### src/rtl/i2cm_pkg.sv
// i2cm_pkg: shared types and codes for the I2C master byte engine.
// No dependencies; imported by i2cm_cfg, i2cm_step and i2c_master_byte_engine.
package i2cm_pkg;

    // command codes
    localparam logic [2:0] CMD_START   = 3'd0;
    localparam logic [2:0] CMD_STOP    = 3'd1;
    localparam logic [2:0] CMD_WRITE   = 3'd2;
    localparam logic [2:0] CMD_READ    = 3'd3;
    localparam logic [2:0] CMD_RECOVER = 3'd4;

    // status / error codes
    localparam logic [1:0] ST_OK      = 2'd0;
    localparam logic [1:0] ST_NACK    = 2'd1;
    localparam logic [1:0] ST_TIMEOUT = 2'd2;

    // configuration register indexes
    localparam int         CFG_IDX_W           = 2;
    localparam logic [1:0] REG_HALF_PERIOD     = 2'd0;
    localparam logic [1:0] REG_STRETCH_TIMEOUT = 2'd1;

    localparam logic [15:0] HALF_PERIOD_RST     = 16'd500;
    localparam logic [23:0] STRETCH_TIMEOUT_RST = 24'd50000;

    localparam logic [3:0] DATA_BITS = 4'd8;
    localparam logic [3:0] LAST_BIT  = 4'd9;

    typedef enum logic [15:0] {
        PH_IDLE    = 16'h0001,
        PH_S_WAIT  = 16'h0002,
        PH_S_D1    = 16'h0004,
        PH_S_D2    = 16'h0008,
        PH_S_D3    = 16'h0010,
        PH_T_D1    = 16'h0020,
        PH_T_WAIT  = 16'h0040,
        PH_T_D2    = 16'h0080,
        PH_T_D3    = 16'h0100,
        PH_B_SETUP = 16'h0200,
        PH_B_WAIT  = 16'h0400,
        PH_B_HIGH  = 16'h0800,
        PH_B_LOW   = 16'h1000,
        PH_R_WAIT  = 16'h2000,
        PH_R_D1    = 16'h4000,
        PH_R_LOW   = 16'h8000
    } phase_t;

    typedef struct packed {
        logic       command_valid;
        logic [2:0] command;
        logic [7:0] write_data;
        logic       ack_after_read;
        logic       scl_level;
        logic       sda_level;
    } cmd_item_t;

    typedef struct packed {
        logic       scl_pull_low;
        logic       sda_pull_low;
        logic       ready_res;
        logic       done_res;
        logic [7:0] read_data;
        logic [1:0] status;
    } res_item_t;

    typedef struct packed {
        logic [15:0] half_period;
        logic [23:0] stretch_timeout;
    } cfg_t;

    typedef struct packed {
        phase_t      phase;
        logic [15:0] half_counter;
        logic [23:0] stretch_counter;
        logic [3:0]  bit_index;
        logic [7:0]  shift_byte;
        logic [3:0]  pulse_count;
        logic        scl_drive;
        logic        sda_drive;
        logic [2:0]  work_cmd;
        logic [1:0]  work_err;
        logic        ack_drive;
        logic [7:0]  last_read;
        logic [1:0]  last_status;
    } state_t;

endpackage

### src/rtl/i2cm_cfg.sv
// i2cm_cfg: half period and stretch timeout registers with their write port.
// Depends on i2cm_pkg.
module i2cm_cfg
    import i2cm_pkg::*;
(
    input  logic                 clk,
    input  logic                 rst_n,
    input  logic                 cfg_valid,
    output logic                 cfg_ready,
    input  logic [CFG_IDX_W-1:0] cfg_index,
    input  logic [23:0]          cfg_data,
    output cfg_t                 cfg
);

    cfg_t cfg_reg;

    assign cfg_ready = 1'b1;
    assign cfg       = cfg_reg;

    always_ff @(posedge clk or negedge rst_n)
    begin
        if (!rst_n)
        begin
            cfg_reg <= '{half_period: HALF_PERIOD_RST, stretch_timeout: STRETCH_TIMEOUT_RST};
        end
        else if (cfg_valid && cfg_ready)
        begin
            case (cfg_index)
                REG_HALF_PERIOD:     cfg_reg.half_period     <= cfg_data[15:0];
                REG_STRETCH_TIMEOUT: cfg_reg.stretch_timeout <= cfg_data;
                default:             ; // unmapped index, write dropped
            endcase
        end
    end

endmodule

### src/rtl/i2cm_step.sv
// i2cm_step: next-state and result logic for one tick of the bus sequencer.
// Depends on i2cm_pkg; purely combinational.
module i2cm_step
    import i2cm_pkg::*;
#(
    parameter int unsigned RECOVERY_PULSES = 9
)
(
    input  state_t    st,
    input  cfg_t      cfg,
    input  cmd_item_t item,
    output state_t    st_next,
    output res_item_t res
);

    // SDA drive for the bit about to be set up (1 pulls low)
    function automatic logic bit_drive(input logic [2:0] cmd, input logic [3:0] bi,
                                       input logic [7:0] sb, input logic ack);
        logic d;
        d = 1'b0;
        if (cmd == CMD_WRITE)
        begin
            if (bi < DATA_BITS)
                d = ~sb[3'(3'd7 - bi[2:0])];
        end
        else if (bi >= DATA_BITS)
        begin
            d = ack;
        end
        return d;
    endfunction

    logic [15:0] limit;
    logic [15:0] hc_inc;
    logic        half_done;
    logic        timed_out;
    logic [3:0]  bi_inc;
    logic        done;
    state_t      n;

    assign limit     = (cfg.half_period == 16'd0) ? 16'd1 : cfg.half_period;
    assign hc_inc    = st.half_counter + 16'd1;
    assign half_done = hc_inc >= limit;
    assign timed_out = st.stretch_counter >= cfg.stretch_timeout;
    assign bi_inc    = st.bit_index + 4'd1;

    always_comb
    begin
        n    = st;
        done = 1'b0;

        case (st.phase)
            PH_IDLE:
            begin
                if (item.command_valid && (item.command inside {[CMD_START:CMD_RECOVER]}))
                begin
                    n.work_cmd = item.command;
                    n.work_err = ST_OK;
                    n.half_counter    = '0;
                    n.stretch_counter = '0;
                    case (item.command)
                        CMD_START:
                        begin
                            n.sda_drive = 1'b0;
                            n.scl_drive = 1'b0;
                            n.phase     = PH_S_WAIT;
                        end
                        CMD_STOP:
                        begin
                            n.sda_drive = 1'b1;
                            n.phase     = PH_T_D1;
                        end
                        CMD_WRITE, CMD_READ:
                        begin
                            n.shift_byte = (item.command == CMD_WRITE) ? item.write_data : 8'd0;
                            n.ack_drive  = item.ack_after_read;
                            n.bit_index  = 4'd0;
                            n.sda_drive  = bit_drive(item.command, 4'd0, n.shift_byte,
                                                     item.ack_after_read);
                            n.phase      = PH_B_SETUP;
                        end
                        default: // recovery
                        begin
                            n.sda_drive   = 1'b0;
                            n.scl_drive   = 1'b0;
                            n.pulse_count = 4'd0;
                            n.phase       = PH_R_WAIT;
                        end
                    endcase
                end
            end

            PH_S_WAIT, PH_T_WAIT, PH_B_WAIT, PH_R_WAIT:
            begin
                if (item.scl_level || timed_out)
                begin
                    // start and stop carry on past a timeout
                    if (!item.scl_level && (st.phase == PH_B_WAIT || st.phase == PH_R_WAIT))
                        n.work_err = ST_TIMEOUT;
                    n.half_counter    = '0;
                    n.stretch_counter = '0;
                    case (st.phase)
                        PH_S_WAIT: n.phase = PH_S_D1;
                        PH_T_WAIT: n.phase = PH_T_D2;
                        PH_B_WAIT: n.phase = PH_B_HIGH;
                        default:   n.phase = PH_R_D1;
                    endcase
                end
                else
                begin
                    n.stretch_counter = st.stretch_counter + 24'd1;
                end
            end

            PH_S_D1, PH_S_D2, PH_S_D3, PH_T_D1, PH_T_D2, PH_T_D3,
            PH_B_SETUP, PH_B_HIGH, PH_B_LOW, PH_R_D1, PH_R_LOW:
            begin
                if (!half_done)
                begin
                    n.half_counter = hc_inc;
                end
                else
                begin
                    n.half_counter    = '0;
                    n.stretch_counter = '0;
                    case (st.phase)
                        PH_S_D1:
                        begin
                            n.sda_drive = 1'b1;
                            n.phase     = PH_S_D2;
                        end
                        PH_S_D2:
                        begin
                            n.scl_drive = 1'b1;
                            n.phase     = PH_S_D3;
                        end
                        PH_S_D3:
                        begin
                            done    = 1'b1;
                            n.phase = PH_IDLE;
                        end
                        PH_T_D1:
                        begin
                            n.scl_drive = 1'b0;
                            n.phase     = PH_T_WAIT;
                        end
                        PH_T_D2:
                        begin
                            n.sda_drive = 1'b0;
                            n.phase     = PH_T_D3;
                        end
                        PH_T_D3:
                        begin
                            // recovery fails if either line is still held low
                            if (st.work_cmd == CMD_RECOVER && st.work_err == ST_OK &&
                                (!item.scl_level || !item.sda_level))
                                n.work_err = ST_TIMEOUT;
                            done    = 1'b1;
                            n.phase = PH_IDLE;
                        end
                        PH_B_SETUP:
                        begin
                            n.scl_drive = 1'b0;
                            n.phase     = PH_B_WAIT;
                        end
                        PH_B_HIGH:
                        begin
                            if (st.work_err == ST_TIMEOUT)
                            begin
                                done    = 1'b1;
                                n.phase = PH_IDLE;
                            end
                            else
                            begin
                                if (st.work_cmd == CMD_WRITE && st.bit_index >= DATA_BITS &&
                                    item.sda_level)
                                    n.work_err = ST_NACK;
                                if (st.work_cmd == CMD_READ && st.bit_index < DATA_BITS)
                                    n.shift_byte = {st.shift_byte[6:0], item.sda_level};
                                n.scl_drive = 1'b1;
                                n.phase     = PH_B_LOW;
                            end
                        end
                        PH_B_LOW:
                        begin
                            n.bit_index = bi_inc;
                            if (bi_inc >= LAST_BIT)
                            begin
                                if (st.work_cmd == CMD_READ)
                                    n.last_read = st.shift_byte;
                                done    = 1'b1;
                                n.phase = PH_IDLE;
                            end
                            else
                            begin
                                n.sda_drive = bit_drive(st.work_cmd, bi_inc, st.shift_byte,
                                                        st.ack_drive);
                                n.phase     = PH_B_SETUP;
                            end
                        end
                        PH_R_D1:
                        begin
                            if (st.work_err == ST_OK &&
                                st.pulse_count < 4'(RECOVERY_PULSES) && !item.sda_level)
                            begin
                                n.scl_drive   = 1'b1;
                                n.pulse_count = st.pulse_count + 4'd1;
                                n.phase       = PH_R_LOW;
                            end
                            else
                            begin
                                n.sda_drive = 1'b1;
                                n.phase     = PH_T_D1;
                            end
                        end
                        default: // PH_R_LOW
                        begin
                            n.scl_drive = 1'b0;
                            n.phase     = PH_R_WAIT;
                        end
                    endcase
                end
            end

            default:
            begin
                n.phase           = PH_IDLE;
                n.half_counter    = '0;
                n.stretch_counter = '0;
            end
        endcase

        if (done)
            n.last_status = n.work_err;
    end

    assign st_next          = n;
    assign res.scl_pull_low = n.scl_drive;
    assign res.sda_pull_low = n.sda_drive;
    assign res.ready_res    = (n.phase == PH_IDLE);
    assign res.done_res     = done;
    assign res.read_data    = n.last_read;
    assign res.status       = n.last_status;

endmodule

### src/rtl/i2c_master_byte_engine.sv
// i2c_master_byte_engine: open-drain I2C master sequencer, one bus tick per item.
// Depends on i2cm_pkg, i2cm_cfg and i2cm_step.
//
//   port group   dir  handshake            payload
//   cmd_*        in   cmd_valid/cmd_stall  cmd_item   (cmd_item_t, one bus tick)
//   res_*        out  res_valid/res_stall  res_item   (res_item_t, drives + status)
//   cfg_*        in   cfg_valid/cfg_ready  cfg_index, cfg_data
//
// Every item passes through the input register, then through the step logic
// into the result register. Sustained rate is one item per cycle while
// res_stall is low; the sequencer state register is the only loop.
// rst_n clears the sequencer to idle, both lines released, status ok, and
// loads the config defaults (half period 500, stretch timeout 50000).
// A stalled result holds the step stage; the input register then fills and
// cmd_stall rises. cfg_ready is always high.
module i2c_master_byte_engine
    import i2cm_pkg::*;
#(
    parameter int unsigned RECOVERY_PULSES = 9
)
(
    input  logic                 clk,
    input  logic                 rst_n,

    input  logic                 cmd_valid,
    output logic                 cmd_stall,
    input  cmd_item_t            cmd_item,

    output logic                 res_valid,
    input  logic                 res_stall,
    output res_item_t            res_item,

    input  logic                 cfg_valid,
    output logic                 cfg_ready,
    input  logic [CFG_IDX_W-1:0] cfg_index,
    input  logic [23:0]          cfg_data
);

    cfg_t      cfg;
    state_t    state_reg;
    state_t    state_next;
    res_item_t step_res;

    logic      in_valid_reg;
    cmd_item_t in_item_reg;
    logic      out_valid_reg;
    res_item_t out_item_reg;
    logic      advance;

    i2cm_cfg u_cfg (
        .clk       (clk),
        .rst_n     (rst_n),
        .cfg_valid (cfg_valid),
        .cfg_ready (cfg_ready),
        .cfg_index (cfg_index),
        .cfg_data  (cfg_data),
        .cfg       (cfg)
    );

    i2cm_step #(
        .RECOVERY_PULSES (RECOVERY_PULSES)
    ) u_step (
        .st      (state_reg),
        .cfg     (cfg),
        .item    (in_item_reg),
        .st_next (state_next),
        .res     (step_res)
    );

    // step stage moves when it holds an item and the result slot frees up
    assign advance   = in_valid_reg && (!out_valid_reg || !res_stall);
    assign cmd_stall = in_valid_reg && !advance;
    assign res_valid = out_valid_reg;
    assign res_item  = out_item_reg;

    // input register
    always_ff @(posedge clk or negedge rst_n)
    begin
        if (!rst_n)
            in_valid_reg <= 1'b0;
        else if (!cmd_stall)
            in_valid_reg <= cmd_valid;
    end

    always_ff @(posedge clk)
    begin
        if (cmd_valid && !cmd_stall)
            in_item_reg <= cmd_item;
    end

    // sequencer state, updated once per item
    always_ff @(posedge clk or negedge rst_n)
    begin
        if (!rst_n)
        begin
            state_reg <= '{phase: PH_IDLE, default: '0};
        end
        else if (advance)
        begin
            state_reg <= state_next;
        end
    end

    // result register
    always_ff @(posedge clk or negedge rst_n)
    begin
        if (!rst_n)
            out_valid_reg <= 1'b0;
        else if (advance)
            out_valid_reg <= 1'b1;
        else if (!res_stall)
            out_valid_reg <= 1'b0;
    end

    always_ff @(posedge clk)
    begin
        if (advance)
            out_item_reg <= step_res;
    end

    // a finished command always leaves the engine idle
    a_done_idle: assert property (@(posedge clk) disable iff (!rst_n)
        res_valid && res_item.done_res |-> res_item.ready_res)
        else $error("done without ready");

    // input side stalls only behind a held result
    a_stall_cause: assert property (@(posedge clk) disable iff (!rst_n)
        cmd_stall |-> in_valid_reg && out_valid_reg && res_stall)
        else $error("input stalled without a held result");

    // sequencer must not move while the result is held
    a_hold_state: assert property (@(posedge clk) disable iff (!rst_n)
        out_valid_reg && res_stall |=> $stable(state_reg))
        else $error("state moved under output stall");

    // status never takes the unused code
    a_status_code: assert property (@(posedge clk) disable iff (!rst_n)
        res_valid |-> (res_item.status == ST_OK || res_item.status == ST_NACK ||
                       res_item.status == ST_TIMEOUT))
        else $error("bad status code");

endmodule
### config.mk
export PLATFORM = sky130hd
export DESIGN_NAME = i2c_master_byte_engine
export DESIGN_NICKNAME = d
export VERILOG_FILES = /design/src/rtl/i2cm_pkg.sv /design/src/rtl/i2cm_cfg.sv /design/src/rtl/i2cm_step.sv /design/src/rtl/i2c_master_byte_engine.sv
export SDC_FILE = /design/constraint.sdc
export NUM_CORES = 1
export LEC_CHECK = 0
export BUFFER_PORTS_ARGS = -buffer_cell sky130_fd_sc_hd__buf_2
export CAP_MARGIN = 30
export CORE_ASPECT_RATIO = 1.2
export CORE_MARGIN = 8
export CORE_UTILIZATION = 60
export CTS_CLUSTER_DIAMETER = 80
export CTS_CLUSTER_SIZE = 25
export DETAILED_ROUTE_END_ITERATION = 10
export PLACE_DENSITY = 0.88
export SYNTH_ARGS = -nofsm -noshare
export SYNTH_HDL_FRONTEND = slang
export SYNTH_SLANG_ARGS = --single-unit
### constraint.sdc
create_clock -name clk -period 5.04 [get_ports clk]
set_input_delay 0.252 -clock clk [delete_from_list [all_inputs] [get_ports clk]]
set_output_delay 0.252 -clock clk [all_outputs]
set_load 0.05 [all_outputs]
### Word-level counts from Yosys, hierarchy flattened

Cells that the tools add are included.

| operators by class | value |
|---|---|
| muxes and demuxes | 59 |
| reductions and logical operators | 44 |
| add/sub/neg operators | 5 |
| magnitude comparators | 11 |
| eq/ne operators | 37 |
| bitwise gates (word level) | 2 |

Operators with widths:

| cell | number |
|---|---|
| one-hot mux 56 bit (3 select lines) | 1 |
| one-hot mux 16 bit (9 select lines) | 1 |
| 2-to-1 mux 80 bit | 1 |
| 2-to-1 mux 8 bit | 9 |
| 2-to-1 mux 16 bit | 4 |
| one-hot mux 15 bit (3 select lines) | 1 |
| 2-to-1 mux 42 bit | 1 |
| one-hot mux 14 bit (3 select lines) | 1 |
| one-hot mux 18 bit (2 select lines) | 1 |
| equality test 16 x 1 -> 1 bit, second input constant | 2 |
| 2-to-1 mux 32 bit | 1 |
| adder 24 x 1 -> 24 bit, second input constant | 1 |
| greater-or-equal comparator 24 bit | 1 |
| 2-to-1 mux 24 bit | 1 |
| != test 2 x 1 -> 1 bit, second input constant | 9 |
| adder 16 x 1 -> 16 bit, second input constant | 1 |
| equality test 16 x 10 -> 1 bit, second input constant | 1 |
| equality test 16 x 11 -> 1 bit, second input constant | 1 |
| equality test 16 x 12 -> 1 bit, second input constant | 1 |
| equality test 16 x 13 -> 1 bit, second input constant | 1 |
| equality test 16 x 14 -> 1 bit, second input constant | 1 |
| equality test 16 x 15 -> 1 bit, second input constant | 1 |
| equality test 16 bit, second input constant | 1 |
| equality test 16 x 2 -> 1 bit, second input constant | 1 |
| 53 further kinds | 114 |

| storage, ports and cells | value |
|---|---|
| flip-flop bits (word level) | 161 |
| output and inout bits | 17 |

### Logic depth before layout (Yosys ltp)

Gate-level depths: netlist (run 1).

| depth | value |
|---|---|
| depth after elaboration | 12 |
| mapped depth | 16 |
| gate-level depth less buffers | 14 |

### Hierarchy

A second synthesis (run 1) with hierarchy kept.

| second synthesis, totals | value |
|---|---|
| cells, all modules | 965 |
| area, all modules | 10540.1 µm² |

By module, submodules not included:

| module | cells an instance | seq. area each (µm²) | times used | area each (µm²) |
|---|---|---|---|---|
| i2c_master_byte_engine | 227 | 3174.3 | 1 | 4763.3 |
| i2cm_step | 651 | 0.0 | 1 | 4230.3 |
| i2cm_cfg | 87 | 1016.0 | 1 | 1546.5 |

### Least setup slack after synthesis (run 1)

Ideal clock, no wire load.

| timing | value |
|---|---|
| path type | reg-to-reg |
| start | register state_reg[60] in the netlist's numbering |
| end | register out_item_reg, in the netlist res_item[1] (data pin) |
| buffers on the path | 1 |
| data required time | 4780 ps |
| library setup time | 260 ps |
| arrival | 3329 ps |
| stages on the path, launching flop included | 15 |
| slack | 1451 ps |
| clock period less this slack | 3589 ps |
| cells stage by stage | dfrtp_1 and3_1 nand3_1 nor2_1 and3_1 nand3_1 or3_1 nand2_1 ha_1 a21oi_1 o21ai_0 a211oi_1 clkbuf_1 o22ai_1 mux2_2 |

RTL lines:

| item | RTL line | RTL |
|---|---|---|
| start, declared | i2c_master_byte_engine.sv:40 | `state_t state_reg;` |
| start signal, assigned | i2c_master_byte_engine.sv:100 | `state_reg <= state_next;` |
| end signal, assigned | i2c_master_byte_engine.sv:118 | `out_item_reg <= step_res;` |
| end, declared | i2c_master_byte_engine.sv:47 | `res_item_t out_item_reg;` |

==> flow_metrics.env, run 1 <==
export IMPL_status="completed"
export IMPL_rows=49
export IMPL_seqPwrFrac_pct=40.6
export IMPL_min_path_cells=2
export IMPL_ys_top_cells_by_count="dfrtp_1 (119), nand2_1 (85), inv_1 (55)"
export IMPL_synth_most_common_cell="dfrtp_1"
export IMPL_port_buffers=61
export IMPL_hold_class="input pin to flip-flop"
export IMPL_worstSetupPathType="flip-flop to flip-flop"
export IMPL_synth_cell_area_um2=9190
export IMPL_overflow=0
export IMPL_fillers=1054
export IMPL_max_freq_mhz=244
export IMPL_synth_avg_cell_area_um2=10.4
export IMPL_dieHeight_um=152
export IMPL_slew_violations=0
export IMPL_peakVddDrop_mv=0.338
export IMPL_drc=0
export IMPL_place_congestion=0.981
export IMPL_cts_resized=0
export IMPL_clk_pin_slew_ps=70
export IMPL_hold_buffers=16
export IMPL_powerDensity_nw_per_um2=382
export IMPL_async_reset_ff_share_pct=82.0
export IMPL_die_x_um=129
export IMPL_hold_violations=0
export IMPL_htree_num_levels=4
export IMPL_grt_pass1_wl_um=38400
export IMPL_cts_buffers=17
export IMPL_drt_iter0_drc=759
export IMPL_drive_gt1_share_pct=20.7
export IMPL_relSlewSlack_pct=44.1
export IMPL_nets=1051
export IMPL_setup_viol=0
export IMPL_r2r_cells=15
export IMPL_largest_reg_flops=90
export IMPL_finalCritPeriodShare_pct=81.2
export IMPL_wirelength_um=23400
export IMPL_worst_clock_skew_ps=9.39
export IMPL_cp_max_fo=17
export IMPL_insertion_delay_ps=440
export IMPL_vias=7514
export IMPL_coreArea_um2=15000
export IMPL_synth_top_cell_area_share_pct=32.4
export IMPL_p_sw_w=0.00142
export IMPL_arrival_ps=4280
export IMPL_io_pins=63
export IMPL_pwr_share_comb_pct=26.8
export IMPL_ys_ff_latch=161
export IMPL_tightest_slew_ps=838
export IMPL_grt_pass1_vias=7563
export IMPL_p_leak_nw=4.76
export IMPL_yosys_warnings=0
export IMPL_dieArea_um2=19600
export IMPL_sw_frac_of_total_pct=35.6
export IMPL_syn_nets=976
export IMPL_internal_power_w=0.00257
export IMPL_hold_ws_ps=27.9
export IMPL_first_pass_iters=6
export IMPL_cts_tree="yes"
export IMPL_grt_max_degree=59
export IMPL_start_util_pct=61.2
export IMPL_clkSinkCount=161
export IMPL_post_cts_setup_buffers=0
export IMPL_ys_top_cells_by_area="dfrtp_1 (32%), edfxtp_1 (9.5%), ha_1 (6.3%)"
export IMPL_synthDistinctLibCells=83
export IMPL_syn_to_final_growth_pct=13.8
export IMPL_ys_flop_type="dfrtp_1"
export IMPL_dp_hpwl_um=16200
export IMPL_synth_edf_count=29
export IMPL_ant_nets=0
export IMPL_wire_per_inst_um=19.9
export IMPL_maxCapViolations=0
export IMPL_yosysSeqAreaShare_pct=45.6
export IMPL_cts_root_buf="clkbuf_16"
export IMPL_rsz0062_at_grt="no"
export IMPL_vias_per_cell=6.39
export IMPL_required_ps=5230
export IMPL_fin_tns_setup_ps=0
export IMPL_track_usage_pct=25.1
export IMPL_num_antenna_cells=0
export IMPL_syn_inst=884
export IMPL_end_kind="flip-flop"
export IMPL_clockBufferDepth=2
export IMPL_fin_crit_ps=4090
export IMPL_startpoint_type="flip-flop"
export IMPL_clkPwrFrac_pct=32.6
export IMPL_synth_top_area_cell="dfrtp_1"
export IMPL_antenna_found_initial=0
## cell families (layout without fill, tap and decap cells)
logic type      Yosys count  after routing  synth area share, %
compound gates          198            198                 15.6
xor+xnor                 12             12                 1.14
fa+ha+maj                46             46                 6.26
buf+inv                  91            179                 4.12
flops                   161            161                 45.6
mux                      68             68                 8.44
other cells               1              1               0.0408
simple gates            307            307                 18.8
## power groups by stage
stage	clock, W	combinational, W	sequential (W)
global route	0.00138	0.00115	0.00164
finish	0.00130	0.00107	0.00162
CTS	0.00132	0.00105	0.00162
floorplan	0	0.000751	0.00163
global placement	0	0.000996	0.00163
detailed placement	0	0.00103	0.00164
## area by class of cell
| class | instances | area (µm²) | area share, % |
|---|---|---|---|
| clock buffer | 17 | 425 | 4.07 |
| clock inverter | 15 | 170 | 1.63 |
| inverter | 55 | 206 | 1.97 |
| multi-input combinational | 632 | 4630 | 44.3 |
| sequential | 161 | 4190 | 40.1 |
| tap | 204 | 255 | 2.44 |
| timing repair buffer | 92 | 581 | 5.55 |
## layout by cell type, fill, tap and decap left out, drive strengths merged, types with 5 or more instances in the layout
| cell | n |
|---|---|
| mux2 | 56 |
| nor3 | 17 |
| nor2 | 38 |
| mux2i | 10 |
| nor3b | 5 |
| and2 | 7 |
| dfstp | 13 |
| inv | 62 |
| a21oi | 27 |
| clkbuf | 17 |
| a211oi | 13 |
| dlygate4sd3 | 16 |
| nand2b | 21 |
| nand3 | 30 |
| nor4b | 13 |
| edfxtp | 29 |
| nor2b | 8 |
| nand4 | 24 |
| nor4 | 10 |
| o21ai | 54 |
| a22o | 25 |
| o221ai | 6 |
| a21o | 6 |
| buf | 76 |
| or3 | 7 |
| ha | 46 |
| nand2 | 86 |
| o22ai | 5 |
| a31oi | 6 |
| xnor2 | 8 |
| o31ai | 19 |
| dfrtp | 119 |
| and3 | 22 |
## per-layer routing
layer  up-vias  wire length (µm)  share of wire, %  track usage (%)
li1       3437                 -                 -                -
met1      3617              9100                39             29.3
met2       384             11900                51             43.3
met3        76              1510               6.5             5.08
met4         0               911               3.9             12.5
met5         -                 0                 0                0
## final timing paths
check	start	end	slack [ps]
min in group asynchronous	rst_n	state_reg[64]	350
min	cmd_valid	in_valid_reg	30
min reg2reg	in_item_reg[2]	state_reg[10]	460
max reg2reg	state_reg[60]	res_item[2]	950
max	state_reg[60]	res_item[2]	950
max in group asynchronous	rst_n	state_reg[7]	3550
## stage by stage
step	std cells	total power [W]	setup slack, ps	area (µm²)	utilization, %
after global routing	1176	0.00417	669	10500	69.6
after CTS	1176	0.00398	1030	10500	69.6
after detailed placement	1128	0.00267	1090	9700	64.6
final	1176	0.00400	946	10500	69.6
after floorplan	884	0.00238	1450	9190	-
after global placement	1128	0.00263	1220	9700	64.6
## critical path: stages (launching register included)
cell	delay (ps)
dfrtp_1	430
and3_1	240
nand3_1	140
nor2_1	170
and3_1	250
nand3_1	150
o21ai_0	240
nand2_1	100
ha_1	330
nand4_1	110
a21oi_1	210
a211oi_2	70
buf_4	210
a21oi_4	480
nand3_2	340
mux2_2	370
No activity file was read; power rests on OpenSTA's default activity.
==> run 2, diff against run 1 <==
==> constraint.sdc (replaced) <==
create_clock -name clk -period 4.3 [get_ports clk]
set_input_delay 0.215 -clock clk [delete_from_list [all_inputs] [get_ports clk]]
set_output_delay 0.215 -clock clk [all_outputs]
set_load 0.05 [all_outputs]
==> flow_metrics.env, run 2 (same netlist as run 1, synthesis figures left out) <==
export IMPL_end_kind="flip-flop"
export IMPL_cts_tree="yes"
export IMPL_nets=1060
export IMPL_max_freq_mhz=247
export IMPL_insertion_delay_ps=440
export IMPL_grt_pass1_vias=7630
export IMPL_dp_hpwl_um=15900
export IMPL_clockBufferDepth=2
export IMPL_wirelength_um=23000
export IMPL_relSlewSlack_pct=49.6
export IMPL_wire_per_inst_um=19.4
export IMPL_ant_nets=0
export IMPL_vias_per_cell=6.35
export IMPL_powerDensity_nw_per_um2=439
export IMPL_startpoint_type="flip-flop"
export IMPL_arrival_ps=4240
export IMPL_start_util_pct=61.2
export IMPL_largest_reg_flops=90
export IMPL_grt_max_degree=58
export IMPL_hold_violations=0
export IMPL_clkSinkCount=161
export IMPL_io_pins=63
export IMPL_fin_crit_ps=4050
export IMPL_track_usage_pct=24.7
export IMPL_place_inst=1131
export IMPL_drt_iter0_drc=842
export IMPL_port_buffers=61
export IMPL_cp_max_fo=14
export IMPL_fillers=1020
export IMPL_dieArea_um2=19600
export IMPL_mostFrequentLayoutCell="dfrtp_1"
export IMPL_post_route_cell_area_um2=10500
export IMPL_slew_violations=0
export IMPL_place_congestion=0.933
export IMPL_fin_tns_setup_ps=0
export IMPL_num_antenna_cells=0
export IMPL_final_cells=1185
export IMPL_hold_ws_ps=11.3
export IMPL_rows=49
export IMPL_drc=0
export IMPL_first_pass_iters=9
export IMPL_cpMaxStageDelayCell="dfrtp_1"
export IMPL_status="completed"
export IMPL_vias=7522
export IMPL_final_cell_mix="dfrtp_1 (119), nand2_1 (85), buf_2 (60)"
export IMPL_maxCapViolations=0
export IMPL_finalCritPeriodShare_pct=94.3
export IMPL_syn_to_final_growth_pct=14.4
export IMPL_antenna_found_initial=0
export IMPL_placed_area_um2=9730
export IMPL_crit_chain="and3_1 > nand3_1 > nor2_1 > and3_1 > nand3_1 > o21ai_0 > nand2_1 > ha_1 > nand4_1 > a21oi_1 > a211oi_2 > buf_4 > a21oi_4 > nand3_2 > mux2_2"
export IMPL_coreArea_um2=15000
export IMPL_p_leak_nw=4.80
export IMPL_clk_pin_slew_ps=70
export IMPL_drive_gt1_share_pct=21.3
export IMPL_multi_input_area_um2=4640
export IMPL_worstSetupPathType="flip-flop to flip-flop"
export IMPL_dieHeight_um=152
export IMPL_cts_root_buf="clkbuf_16"
export IMPL_worst_clock_skew_ps=15.6
export IMPL_die_x_um=129
export IMPL_overflow=0
export IMPL_hold_class="input pin to flip-flop"
export IMPL_tightest_slew_ps=756
export IMPL_peakVddDrop_mv=0.323
export IMPL_slowest_delay_ps=410
export IMPL_seq_area_um2=4190
export IMPL_grt_pass1_wl_um=38100
export IMPL_cts_buffers=17
export IMPL_setup_viol=0
export IMPL_required_ps=4490
export IMPL_htree_num_levels=4
## run 2: worst paths after layout
path,start,slack (ps),to,depth (start not counted)
min in group asynchronous,rst_n,390,state_reg[59],2
hold reg to reg,in_item_reg[2],490,state_reg[10],1
setup reg to reg,state_reg[60],250,res_item[2],15
max in group asynchronous,rst_n,2850,u_cfg.cfg[32],3
setup / recovery,state_reg[60],250,res_item[2],15
hold / removal,cfg_data[22],10,u_cfg.cfg[22],2
## run 2: final cells by class
cell class,instances,share of cell area [%]
multi-input combinational,632,44.1
sequential,161,39.9
timing repair buffer,101,6.21
clock buffer,17,4.05
tap,204,2.43
inverter,55,1.96
clock inverter,15,1.37
## run 2: routing by layer
| layer | GRT usage (%) | wire length [µm] | share of wire, % |
|---|---|---|---|
| met1 | 28.3 | 8890 | 39 |
| met4 | 14.1 | 1140 | 4.9 |
| met3 | 5.46 | 1480 | 6.4 |
| met2 | 42.0 | 11500 | 50 |
| met5 | 0 | 0 | 0 |
## run 2: per-stage QoR
step                total power, W  utilization, %  setup slack, ps
global route               0.00482            70.0            -24.3
CTS                        0.00459            69.7              222
floorplan                  0.00279               -              711
detailed placement         0.00312            64.8              277
finish                     0.00462            70.0              246
global placement           0.00308            64.8              460
## run 2: power breakdown
group	total (W)	internal, W	switching (W)	leakage [nW]
Sequential	0.00191	0.00174	0.000163	2.01
Clock	0.00147	0.000768	0.000698	0.278
Combinational	0.00124	0.000451	0.000794	2.52
## run 2: what timing repair did
| item | CTS | global route |
|---|---|---|
| hold buffers | 17 | 1 |
| setup endpoints to repair | 0 | 27 |
| buffers inserted | 0 | 4 |
| endpoints found under the hold margin | 62 | 1 |
| gates resized for setup | 0 | 2 |
## run 2: critical path: cells and delay by family (launching register included)
| kind | cells | cell delay (ps) |
|---|---|---|
| flops | 1 | 410 |
| buf+inv | 1 | 210 |
| mux | 1 | 360 |
| fa+ha+maj | 1 | 350 |
| simple gates | 8 | 1540 |
| compound gates | 4 | 930 |
==> run 3, diff against run 2 <==
--- a/config.mk
+++ b/config.mk
@@ -7,7 +7,6 @@
 export LEC_CHECK = 0
 export BUFFER_PORTS_ARGS = -buffer_cell sky130_fd_sc_hd__buf_2
 export CAP_MARGIN = 30
-export CORE_ASPECT_RATIO = 1.2
 export CORE_MARGIN = 8
 export CORE_UTILIZATION = 60
 export CTS_CLUSTER_DIAMETER = 80
==> flow_metrics.env, run 3 (same netlist as run 1, synthesis figures left out) <==
export IMPL_sw_frac_of_total_pct=35.4
export IMPL_drt_iter0_drc=952
export IMPL_syn_to_final_growth_pct=14.0
export IMPL_clockBufferDepth=2
export IMPL_fillers=1022
export IMPL_track_usage_pct=23.8
export IMPL_dp_hpwl_um=15400
export IMPL_relSlewSlack_pct=36.9
export IMPL_dieHeight_um=140
export IMPL_maxCapViolations=0
export IMPL_dieArea_um2=19500
export IMPL_rows=45
export IMPL_arrival_ps=4100
export IMPL_htree_num_levels=4
export IMPL_final_cell_mix="dfrtp_1 (119), nand2_1 (85), buf_2 (60)"
export IMPL_end_kind="flip-flop"
export IMPL_drive_gt1_share_pct=20.8
export IMPL_clkSinkCount=161
export IMPL_max_freq_mhz=256
export IMPL_pwr_share_comb_pct=27.2
export IMPL_cts_root_buf="clkbuf_16"
export IMPL_hold_violations=0
export IMPL_antenna_found_initial=0
export IMPL_drc=0
export IMPL_wire_per_inst_um=19.8
export IMPL_grt_pass1_wl_um=37400
export IMPL_worstSetupPathType="flip-flop to flip-flop"
export IMPL_ant_nets=0
export IMPL_status="completed"
export IMPL_grt_max_degree=86
export IMPL_insertion_delay_ps=440
export IMPL_setup_viol=0
export IMPL_die_x_um=140
export IMPL_cp_max_fo=14
export IMPL_powerDensity_nw_per_um2=445
export IMPL_num_antenna_cells=0
export IMPL_seqPwrFrac_pct=40.8
export IMPL_finalCritPeriodShare_pct=90.9
export IMPL_clk_pin_slew_ps=60
export IMPL_overflow=0
export IMPL_required_ps=4490
export IMPL_grt_pass1_vias=7442
export IMPL_clkPwrFrac_pct=32.0
export IMPL_p_leak_nw=4.78
export IMPL_fin_crit_ps=3910
export IMPL_mostFrequentLayoutCell="dfrtp_1"
export IMPL_internal_power_w=0.00301
export IMPL_place_congestion=0.945
export IMPL_cts_tree="yes"
export IMPL_coreArea_um2=15100
export IMPL_fin_tns_setup_ps=0
export IMPL_start_util_pct=60.9
export IMPL_worst_clock_skew_ps=11.2
export IMPL_fin_util_pct=69.5
export IMPL_first_pass_iters=6
export IMPL_wirelength_um=23100
export IMPL_vias=7518
export IMPL_vias_per_cell=6.47
export IMPL_cts_buffers=17
export IMPL_p_sw_w=0.00165
export IMPL_io_pins=63
export IMPL_nets=1053
export IMPL_tightest_slew_ps=947
export IMPL_port_buffers=61
export IMPL_hold_class="input pin to flip-flop"
export IMPL_slew_violations=0
export IMPL_rsz0062_at_grt="no"
export IMPL_peakVddDrop_mv=0.393
export IMPL_startpoint_type="flip-flop"
export IMPL_largest_reg_flops=90
run 3: cell count changes in the layout (fill, tap and decap cells not counted), sizes merged:
cell / change
buf: -6
inv: +1
clkinv: -2
clkbuf: +1
dlygate4sd3: -1
clkinvlp: -1
bufinv: +1
run 3: path summary, 6_finish.rpt:
| kind | start | depth (start not counted) | slack [ps] | end |
|---|---|---|---|---|
| max | state_reg[60] | 15 | 390 | res_item[1] |
| max in group asynchronous | rst_n | 3 | 2720 | state_reg[75] |
| max reg2reg | state_reg[60] | 15 | 390 | res_item[1] |
| min in group asynchronous | rst_n | 2 | 390 | state_reg[61] |
| min | cfg_data[19] | 2 | 3 | u_cfg.cfg[19] |
| min reg2reg | in_item_reg[2] | 1 | 490 | state_reg[10] |
run 3: metrics by stage:
stage	setup slack (ps)	cell area [µm²]	power [W]	cells	hold WS (ps)
after floorplan	711	9190	0.00279	884	-80.6
after global placement	505	9670	0.00307	1110	315
after global routing	64.4	10500	0.00485	1162	1.78
after detailed placement	293	9690	0.00311	1112	318
after CTS	185	10400	0.00462	1161	3.17
final	391	10500	0.00467	1162	3.14
run 3: power groups by stage:
stage	combinational [W]	clock [W]	sequential [W]
2_1_floorplan	0.000880	0	0.00191
3_3_place_gp	0.00116	0	0.00191
3_5_place_dp	0.00119	0	0.00192
4_1_cts	0.00123	0.00150	0.00190
5_1_grt	0.00138	0.00156	0.00192
6_report	0.00127	0.00149	0.00190
run 3: critical path, cell delays in order, from the launching register on:
cell and delay [ps]:
dfrtp_1 410, and3_1 220, nand3_1 140, nor2_1 170
and3_1 230, nand3_1 140, o21ai_0 260, nand2_1 100
ha_1 340, nand4_1 160, nor2_1 250, a211oi_2 120
buf_4 220, a21oi_4 340, nand2_1 230, mux2_2 320
run 3: layout make-up:
class / count / area (µm²) / share of cell area, %
sequential: 161 / 4190 / 40.0
multi-input combinational: 632 / 4670 / 44.6
clock inverter: 14 / 143 / 1.36
timing repair buffer: 94 / 606 / 5.78
tap: 188 / 235 / 2.24
inverter: 55 / 206 / 1.97
clock buffer: 18 / 429 / 4.09
run 3: timing repair:
item,4_1_cts,5_1_grt
setup endpoints to repair,0,45
endpoints found under the hold margin,88,0
resized for setup,0,8
hold buffers,17,0
setup buffers,0,1
run 3: metal layers:
metal | wire [µm] | track usage (%) | share of wire [%]
met1 | 9340 | 30.2 | 40
met2 | 11400 | 39.1 | 49
met3 | 1620 | 4.04 | 7.0
met4 | 733 | 10.6 | 3.2
met5 | 0 | 0 | 0
